## src/affine_2d_transform_builder_assert.svh

```systemverilog
// Assertion macros for the affine transform builder
`ifndef AFFINE_2D_TRANSFORM_BUILDER_ASSERT_SVH
`define AFFINE_2D_TRANSFORM_BUILDER_ASSERT_SVH
`ifndef SYNTHESIS
`define AFB_ASSERT_IMPL(label, clk, rst_n, ante, cons) \
  label: assert property (@(posedge clk) disable iff (!rst_n) (ante) |-> (cons)) \
    else $error("assertion failed");
`define AFB_ASSERT_NEXT(label, clk, rst_n, ante, cons) \
  label: assert property (@(posedge clk) disable iff (!rst_n) (ante) |=> (cons)) \
    else $error("assertion failed");
`else
`define AFB_ASSERT_IMPL(label, clk, rst_n, ante, cons)
`define AFB_ASSERT_NEXT(label, clk, rst_n, ante, cons)
`endif
`endif

```

## src/afb_pkg.sv

```systemverilog
package afb_pkg;
  localparam int unsigned ANGLE_BITS = 24;
  localparam int unsigned CORDIC_W   = 34;
  localparam int unsigned ZW         = 36;
  localparam logic signed [33:0] CORDIC_GAIN = 34'sd652032874;
  localparam logic signed [35:0] Q90  = 36'sd1509949440;
  localparam logic signed [35:0] Q180 = 36'sd3019898880;
  localparam logic signed [35:0] Q270 = 36'sd4529848320;
  localparam logic signed [35:0] Q360 = 36'sd6039797760;

  // atan(2^-i) in 2^-24 degree units
  function automatic logic signed [35:0] atan_step(input int unsigned i);
    logic [63:0] base;
    logic [63:0] v;
    begin
      base = 64'd961263668;
      case (i)
        0:  v = 64'd754974720;
        1:  v = 64'd445687602;
        2:  v = 64'd235489088;
        3:  v = 64'd119537938;
        4:  v = 64'd60000934;
        5:  v = 64'd30029717;
        6:  v = 64'd15018523;
        7:  v = 64'd7509720;
        8:  v = 64'd3754917;
        9:  v = 64'd1877466;
        10: v = 64'd938734;
        11: v = 64'd469367;
        default: v = (base + (64'd1 << (i - 1))) >> i;
      endcase
      atan_step = v[35:0];
    end
  endfunction

  function automatic logic signed [31:0] sat32(input logic signed [65:0] v,
                                               output logic f);
    begin
      f = 1'b0;
      if (v > 66'sd2147483647) begin
        f = 1'b1; sat32 = 32'sh7fffffff;
      end else if (v < -66'sd2147483648) begin
        f = 1'b1; sat32 = 32'sh80000000;
      end else begin
        sat32 = v[31:0];
      end
    end
  endfunction
endpackage

```

## src/afb_cordic_stage.sv

```systemverilog
module afb_cordic_stage
  import afb_pkg::*;
#(
  parameter int unsigned STEP = 0
) (
  input  logic                       clk,
  input  logic                       en,
  input  logic signed [CORDIC_W-1:0] x_in,
  input  logic signed [CORDIC_W-1:0] y_in,
  input  logic signed [ZW-1:0]       z_in,
  output logic signed [CORDIC_W-1:0] x_r,
  output logic signed [CORDIC_W-1:0] y_r,
  output logic signed [ZW-1:0]       z_r
);
  localparam logic signed [ZW-1:0] ATAN = atan_step(STEP);
  logic signed [CORDIC_W-1:0] xs, ys;
  assign xs = x_in >>> STEP;
  assign ys = y_in >>> STEP;
  always_ff @(posedge clk) begin
    if (en) begin
      if (!z_in[ZW-1]) begin
        x_r <= x_in - ys; y_r <= y_in + xs; z_r <= z_in - ATAN;
      end else begin
        x_r <= x_in + ys; y_r <= y_in - xs; z_r <= z_in + ATAN;
      end
    end
  end
endmodule

```

## config.mk

```make
export PLATFORM = sky130hd
export DESIGN_NAME = afb_cordic_stage
export DESIGN_NICKNAME = d
export VERILOG_FILES = /design/src/affine_2d_transform_builder_assert.svh /design/src/afb_pkg.sv /design/src/afb_cordic_stage.sv
export SDC_FILE = /design/constraint.sdc
export NUM_CORES = 1
export LEC_CHECK = 0
export BUFFER_PORTS_ARGS = -buffer_cell sky130_fd_sc_hd__buf_2
export CAP_MARGIN = 30
export CORE_ASPECT_RATIO = 1.25
export CORE_UTILIZATION = 48
export CTS_CLUSTER_SIZE = 28
export DETAILED_ROUTE_END_ITERATION = 6
export GPL_ROUTABILITY_DRIVEN = 1
export GPL_TIMING_DRIVEN = 0
export PLACE_DENSITY = 0.72
export SLEW_MARGIN = 20
export SYNTH_ARGS = -nofsm -noshare
export SYNTH_HDL_FRONTEND = slang
export SYNTH_SLANG_ARGS = --single-unit
```

## constraint.sdc

```tcl
create_clock -name clk -period 4.1 [get_ports clk]
set_input_delay 0.41 -clock clk [delete_from_list [all_inputs] [get_ports clk]]
set_output_delay 0.41 -clock clk [all_outputs]
set_load 0.02 [all_outputs]
```

**Word level (Yosys, flattened, before mapping)**

Cells that the tools add are included.

- Add/subtract/negate cells: 5
- Muxes and demuxes: 3

Operators with widths:

| cell | count |
|---|---|
| $mux 34 | 2 |
| $sub 34x34->34 | 2 |
| $add 36x31->36 const B | 1 |
| $mux 36 | 1 |
| $sub 36x31->36 const B | 1 |
| $add 34x34->34 | 1 |

- Flip-flop bits (word level): 104
- Bits of input ports: 106
- Output and inout bits: 104
- Logic and storage cells: 11

**Depth between registers and ports, before layout**

Gate-level depths: netlist of run 1.

- Depth in word-level cells: 2
- Depth in mapped cells: 13

**Worst setup path before layout of run 1**

Ideal clock, no wire load.

- Path type: input -> register
- Start point: input port z_in[35]
- End point: register z_r[35], data pin
- Arrival: 2.836 ns
- Required time: 3.954 ns
- Slack: 1.118 ns
- Stages: 13
- Cell sequence: clkinv_1 -> clkbuf_1 -> buf_1 -> ha_1 -> a21o_1 -> a21oi_1 -> o21bai_1 -> a21oi_1 -> o21a_1 -> o21ai_0 -> o21ai_0 -> nand2b_1 -> a21oi_1

- Word-level cells in the longest chain between the ends: 2
- Elaborated cells on any way between the ends: 3
- Those cells by class: add/sub (2); mux (1)

RTL lines:

| element | line | text |
|---|---|---|
| start: declaration | afb_cordic_stage.sv:10 | `input logic signed [ZW-1:0] z_in,` |
| $sub 36x31->36 or $add 36x31->36 (tied branches) | afb_cordic_stage.sv:22, afb_cordic_stage.sv:24 |  |
| $mux 36 * | afb_cordic_stage.sv:21 | `if (!z_in[ZW-1]) begin` |
| end signal: assignment | afb_cordic_stage.sv:22 | `x_r <= x_in - ys; y_r <= y_in + xs; z_r <= z_in - ATAN;` |
| end signal: assignment | afb_cordic_stage.sv:24 | `x_r <= x_in + ys; y_r <= y_in - xs; z_r <= z_in + ATAN;` |
| end: declaration | afb_cordic_stage.sv:13 | `output logic signed [ZW-1:0] z_r` |

Every way passes the cells marked *; elsewhere a longest branch is shown, timed or not.
A chain may end at the register's enable or synchronous reset.

**Worst setup path in the final report of run 1**

Same ends and word-level chain as after synthesis.

==> key figures, run 1 <==
Global routing
  • Vias in the first global route: 8267
  • Global-route wire length before repair: between 40 and 50 mm
  • Grt total ovfl: 0
  • Pin count of the biggest net entering global routing: 76
  • Initial antenna violation count: 0
  • Total track usage: 28.4%

Logic synthesis
  • Post-Syn Area: 0.00924 mm2
  • Share of the synthesized area in the top cell type: 33.5%
  • Synth warn: 0
  • Multiplexer share of the synthesized area: 1.20%
  • Post-synth top area cell: edfxtp_1
  • Number of synthesized flops with an enable pin: 103
  • Async set-reset flop share out of synthesis: 0%
  • Sequential area share after synthesis: 33.5%
  • Avg Synthesized Cell Area: 8.89 um2
  • Synth Area in Adders: 15.6%
  • Synthesized net count: 1258
  • Largest family of logic cells by synthesized area: compound AO/OA/AOI/OAI gates
  • Post-Synth Simple-Gate Area: 12.8%
  • Yosys cell types: 75
  • Syn Inst Count: ~1000
  • Largest cells by area after synthesis: edfxtp_1 (33%), ha_1 (15%), a21oi_1 (6.6%)
  • Xor/xnor share of the synthesized area: between 6 and 7%
  • Main flop type after synthesis: edfxtp_1
  • Synth Area in Compound Gates: 23.6%
  • Synth Register Bits: 103

Drt
  • Remaining DRCs: 0
  • Met3 wire len: 1.80 mm
  • Vias per Instance: 5.80
  • DRT iter0 DRCs: about 600
  • Detailed-route wire length per cell: approximately 19 um
  • Pre-antenna DRT Iters: 5
  • Routed via count: 8687
  • WL met1: between 10 and 15 mm
  • Met2 routed WL: 13.8 mm
  • Total Routed Length: around 29 mm
  • Post-route ant nets: 0
  • Top sig layer: met4

Final layout
  • Layout area overhead: 18.2%
  • Final Cell Area: 0.0109 mm2
  • Layout cells sized above 1: 21.1%
  • Final nets: 1481
  • Diodes inserted: 0

Worst setup path
  • Slowest stage delay, CP: 0.61 ns
  • CP arrival: 3.71 ns
  • CP max-delay cell: clkbuf_1
  • CP cell instances: buf_2 > clkinv_1 > clkbuf_1 > buf_1 > buf_8 > ha_1 > a21o_1 > a21oi_1 > o21bai_1 > a21oi_1 > o21a_1 > o21ai_0 > o21ai_0 > nand2b_1 > a21oi_1
  • Most used cell, CP: a21oi_1
  • CP top delay family: buffers and inverters
  • WP buf/inv: 5
  • CP startpoint kind: primary input
  • Crit Path Max Fanout: 12
  • Crit Path Class: primary input to flop
  • Crit path required time: 4.32 ns
  • Crit. End Element: flop

Power
  • Pwr per Cell Area: 344 mW/mm2
  • Leakage: 4.87 nW
  • Peak supply drop: 0.000185 V

Timing
  • Pins Over Slew Limit: 0
  • Slew @ Worst Pin: 0.916 ns
  • Final Hold Vio Count: 0
  • Final min period: 3.48 ns
  • Max-slew headroom: 38.9%
  • Setup TNS: 0 ns
  • Fin crit share: a little over four fifths
  • RSZ-0062 raised after global routing: false
  • Setup violations, final: 0
  • Max Clk Rate: 0.287 GHz

Hold path
  • Hold EP: z_r[16]
  • Worst hold path depth: 1
  • Hold crit path type: primary input to flop
  • Hold path startpoint: z_in[16]

Placement
  • Port Buffers: 209
  • Placer Congestion: 0.955
  • Placed Area: about 0.011 mm2
  • Post-DP HPWL: 22.6 mm

Clock network
  • CTS tree: done
  • Post-CTS sizing: 0
  • CTS sink count: 103
  • Setup repair bufs after CTS: 0
  • TritonCTS Buffers: 9
  • Clk root buf: clkbuf_16
  • CTS Buffer Depth: 2
  • CTS clk-pin slew, worst paths: about 0.080 ns
  • Hold-fix buffers, CTS: 0
  • H-Tree Depth: 3

Floorplan
  • Initial Utilization: 49.2%
  • FP Rows: 56
  • Number of I/O pins: 210
  • Die width: 126 um
  • Die Height: about 160 um
  • Floorplan core area: 0.0188 mm2
  • DIE AREA: 0.0198 mm2

Flow run
  • Max cap viols: 0

Outcome
  • Status: completed
-- Yosys cell counts (12+ instances only) --
cell	count
a211oi_1	14
a21o_1	21
a21oi_1	121
buf_2	12
clkbuf_1	25
edfxtp_1	103
ha_1	109
inv_1	97
nand2_1	55
nand3_1	12
nand4_1	14
nor2_1	98
nor2b_1	18
nor3_1	16
o21ai_0	69
o21bai_1	16
o31ai_1	13
xnor2_1	61
xor2_1	12
-- worst max-delay path by stage --
stage                         from      end  slack (ns)  cells past startpoint
after global routing      z_in[35]  z_r[35]        0.35                     15
final                     z_in[35]  z_r[35]        0.62                     15
after detailed placement  z_in[35]  z_r[35]       -0.15                     14
after floorplan           z_in[35]  z_r[35]        1.12                     13
after CTS                 z_in[35]  z_r[35]        0.24                     14
after global placement    z_in[35]  z_r[35]      -0.008                     14
-- per-stage QoR --
stage	cells	util, %	hold slack (ns)	total power [mW]	worst slack, ns
6_report	1499	58.2	0.214	3.76	0.618
4_1_cts	1498	58.1	0.209	3.76	0.237
3_5_place_dp	1482	56.5	0.588	2.87	-0.148
2_1_floorplan	1039	-	0.509	2.39	1.12
3_3_place_gp	1480	56.3	0.586	2.86	-0.00750
5_1_grt	1499	58.2	0.203	3.95	0.345
-- state kept, by name, indices dropped and copies added, names as in the netlist --
signal and cells:
x_r 34, y_r 33, z_r 36
-- layout by cell type (no fill, tap or decap), types with 13 or more instances in the layout --
master,Yosys,final
o21ai_0,69,69
nand4_1,14,14
nor2b_1,18,18
nand2_1,55,55
a21o_1,21,21
o21bai_1,16,16
a211oi_1,14,14
nor3_1,16,16
xnor2_1,61,61
nor2_1,98,98
ha_1,109,109
buf_2,12,221
o31ai_1,13,13
edfxtp_1,103,103
inv_1,97,97
a21oi_1,121,121
clkbuf_1,25,26
-- logic make-up (layout without fill, tap and decap cells) --
| kind of cell | count (synthesis) | in the layout |
|---|---|---|
| adders and majority gates | 113 | 113 |
| DFF | 103 | 103 |
| and+or+nand+nor | 253 | 253 |
| AOI/OAI and AO/OA | 337 | 337 |
| muxes | 11 | 11 |
| xor gates and xnor gates | 73 | 73 |
| buffers and inverters | 149 | 377 |
-- power breakdown --
group | total, mW | internal, mW | switching [mW] | leakage (nW)
Clock | 0.889 | 0.432 | 0.457 | 0.143
Sequential | 1.40 | 1.36 | 0.0347 | 1.01
Combinational | 1.47 | 0.521 | 0.951 | 3.72
-- per-layer routing --
metal  global-route usage [%]  vias up
met4                     14.3        0
met2                     49.6      387
li1                         -     4162
met1                     34.2     4051
met5                        0        -
met3                     4.08       87
-- final cells by class --
class / count / area [um2]
clock inverter: 6 / 62.6
tap: 232 / 290
multi-input combinational: 787 / 5560
sequential: 103 / 3090
buffer: 47 / 203
fill: 1737 / 7860
timing repair buffer: 212 / 1100
clock buffer: 10 / 229
inverter: 102 / 383
(Power assumes the default switching activity.)
==> run 2, diff against run 1 <==
--- a/config.mk
+++ b/config.mk
@@ -13,7 +13,7 @@
 export DETAILED_ROUTE_END_ITERATION = 6
 export GPL_ROUTABILITY_DRIVEN = 1
 export GPL_TIMING_DRIVEN = 0
-export PLACE_DENSITY = 0.72
+export PLACE_DENSITY = 0.75
 export SLEW_MARGIN = 20
 export SYNTH_ARGS = -nofsm -noshare
 export SYNTH_HDL_FRONTEND = slang
==> constraint.sdc (replaced) <==
create_clock -name clk -period 2.8 [get_ports clk]
set_input_delay 0.28 -clock clk [delete_from_list [all_inputs] [get_ports clk]]
set_output_delay 0.28 -clock clk [all_outputs]
set_load 0.02 [all_outputs]
==> run 2 against run 1 <==
Cell area grew 2.5%. Core utilization grew 1.5 points. Flip-flop and latch count is the same. Count of clock-buffer cells in the layout shrank 1. Wire length shrank 1.2%. Setup slack lost 0.57 ns. Critical path type unchanged. Largest power group unchanged.
==> key figures, run 2 (synthesis results as in run 1) <==
Final layout
  • Final nets: 1490
  • Max FFs per register: 36
  • FF+latch area: 0.00309 mm2
  • Final Cell Area: 0.0112 mm2
  • Diodes inserted: 0
  • Fill cells: around 1700
  • Most common cell after layout, fill and taps aside: buf_2
  • Commonest non-fill, non-tap cells in the layout: buf_2 (217), a21oi_1 (113), ha_1 (108), edfxtp_1 (103), nor2_1 (98)
  • Most flops, register: z_r
  • Layout cells sized above 1: 24.9%
  • Area occupied by multi-input gates: 0.00575 mm2
  • Largest registers: z_r x36, x_r x34, y_r x33
  • Layout area overhead: 21.2%

Global routing
  • Pin count of the biggest net entering global routing: 81
  • Vias in the first global route: 8370
  • Total track usage: between 20 and 30%
  • Initial antenna violation count: 0
  • Global-route wire length before repair: 43.9 mm
  • Grt total ovfl: 0

Clock network
  • CTS tree: done
  • H-Tree Depth: 3
  • TritonCTS Buffers: 9
  • CTS sink count: 103
  • Clk root buf: clkbuf_16
  • CTS Buffer Depth: 2
  • CTS clk-pin slew, worst paths: 0.07 ns

Power
  • Sw power: 2.11 mW
  • Sw Ratio: 38.1%
  • Internal power: 3.42 mW
  • Seq pwr share: 37.0%
  • Clock share of power: 22.5%
  • Leakage: 4.95 nW
  • Combinational power share: slightly above 40%
  • Pwr per Cell Area: 494 mW/mm2
  • Peak supply drop: 0.000300 V
  • Total Power: 5.53 mW

Outcome
  • Status: completed

Timing
  • Pins Over Slew Limit: 0
  • Final min period: 2.76 ns
  • Slew @ Worst Pin: 0.905 ns
  • Max Clk Rate: 0.363 GHz
  • Setup TNS: 0 ns
  • Setup violations, final: 0
  • Setup WS post-layout: between 0.04 and 0.05 ns
  • Final Hold Vio Count: 0
  • Fin crit share: 98.4%
  • RSZ-0062 raised after global routing: true
  • Hold slack: ~0.09 ns
  • Max-slew headroom: 39.7%

Drt
  • Detailed-route wire length per cell: 18.8 um
  • Pre-antenna DRT Iters: 5
  • Vias per Instance: between 5 and 6
  • Remaining DRCs: 0
  • Total Routed Length: 28.4 mm
  • Post-route ant nets: 0
  • Routed via count: 8723
  • DRT iter0 DRCs: 649

Hold path
  • Hold EP: z_r[15]
  • Worst hold path depth: 1
  • Hold crit path type: primary input to flop
  • Hold path startpoint: z_in[15]

Placement
  • Placer Congestion: 0.982
  • Port Buffers: ~210
  • Placed Area: 0.0106 mm2
  • Post-DP HPWL: 22.2 mm
  • Post-placement setup slack: -0.914 ns

Floorplan
  • DIE AREA: 0.0198 mm2
  • Number of I/O pins: 210
  • Initial Utilization: 49.2%
  • Die Height: approximately 160 um
  • Die width: 126 um
  • Floorplan core area: 0.0188 mm2
  • FP Rows: 56

Worst setup path
  • Crit path required time: 2.99 ns
  • CP arrival: 2.94 ns
  • Crit Path Max Fanout: 9
  • CP startpoint kind: primary input
  • Crit Path Class: primary input to flop
  • Crit. End Element: flop

Flow run
  • Max cap viols: 0
## run 2: routing by layer
layer	global-route usage [%]	vias up	wire length, um
met2	49.7	406	13700
li1	-	4184	-
met4	15.0	0	1340
met3	4.21	87	1900
met1	34.6	4046	11400
met5	0	-	0
## run 2: layout make-up
class | count | area share (%)
multi-input cells | 787 | 51.3
flip-flops and latches | 103 | 27.6
repair buffers | 221 | 10.4
inverters | 102 | 3.50
well taps | 232 | 2.59
plain buffers | 47 | 2.07
clock buffers | 9 | 2.01
clock inverters | 6 | 0.503
## run 2: worst max-delay path, stage by stage
cell	delay, ns
buf_2	0.10
inv_1	0.04
ha_1	0.26
buf_4	0.17
clkinvlp_4	0.17
a21oi_2	0.17
o31ai_2	0.13
o31ai_4	0.48
o21ai_4	0.15
a221oi_4	0.38
o31a_1	0.22
a2bb2oi_2	0.17
xor2_1	0.21
## run 2: power by group through the flow
stage	Combinational, mW	Clock [mW]	Sequential, mW
finish	2.24	1.24	2.05
global route	2.42	1.31	2.07
CTS	2.15	1.26	2.05
detailed placement	2.12	0	2.08
global placement	2.10	0	2.08
floorplan	1.10	0	2.39
## run 2: timing repair
item	in CTS	in global routing
hold buffers	0	0
setup endpoints to repair	18	27
resized for setup	16	50
setup buffers	2	9
pin swaps	3	12
## run 2: worst max-delay path by stage
stage                     slack (ns)  startpoint  endpoint
after detailed placement       -0.91    z_in[35]   z_r[35]
after CTS                     0.0006    x_in[12]   x_r[33]
after floorplan                 0.15    z_in[35]   z_r[34]
after global routing           -0.06     x_in[0]   x_r[30]
after global placement         -0.83    z_in[35]   z_r[35]
final                           0.04     x_in[8]   x_r[33]
## run 2: per-stage QoR
stage / cells / util (%)
detailed placement: 1481 / 56.5
global placement: 1480 / 56.3
global route: 1507 / 59.6
CTS: 1498 / 58.4
floorplan: 1039 / -
finish: 1507 / 59.6
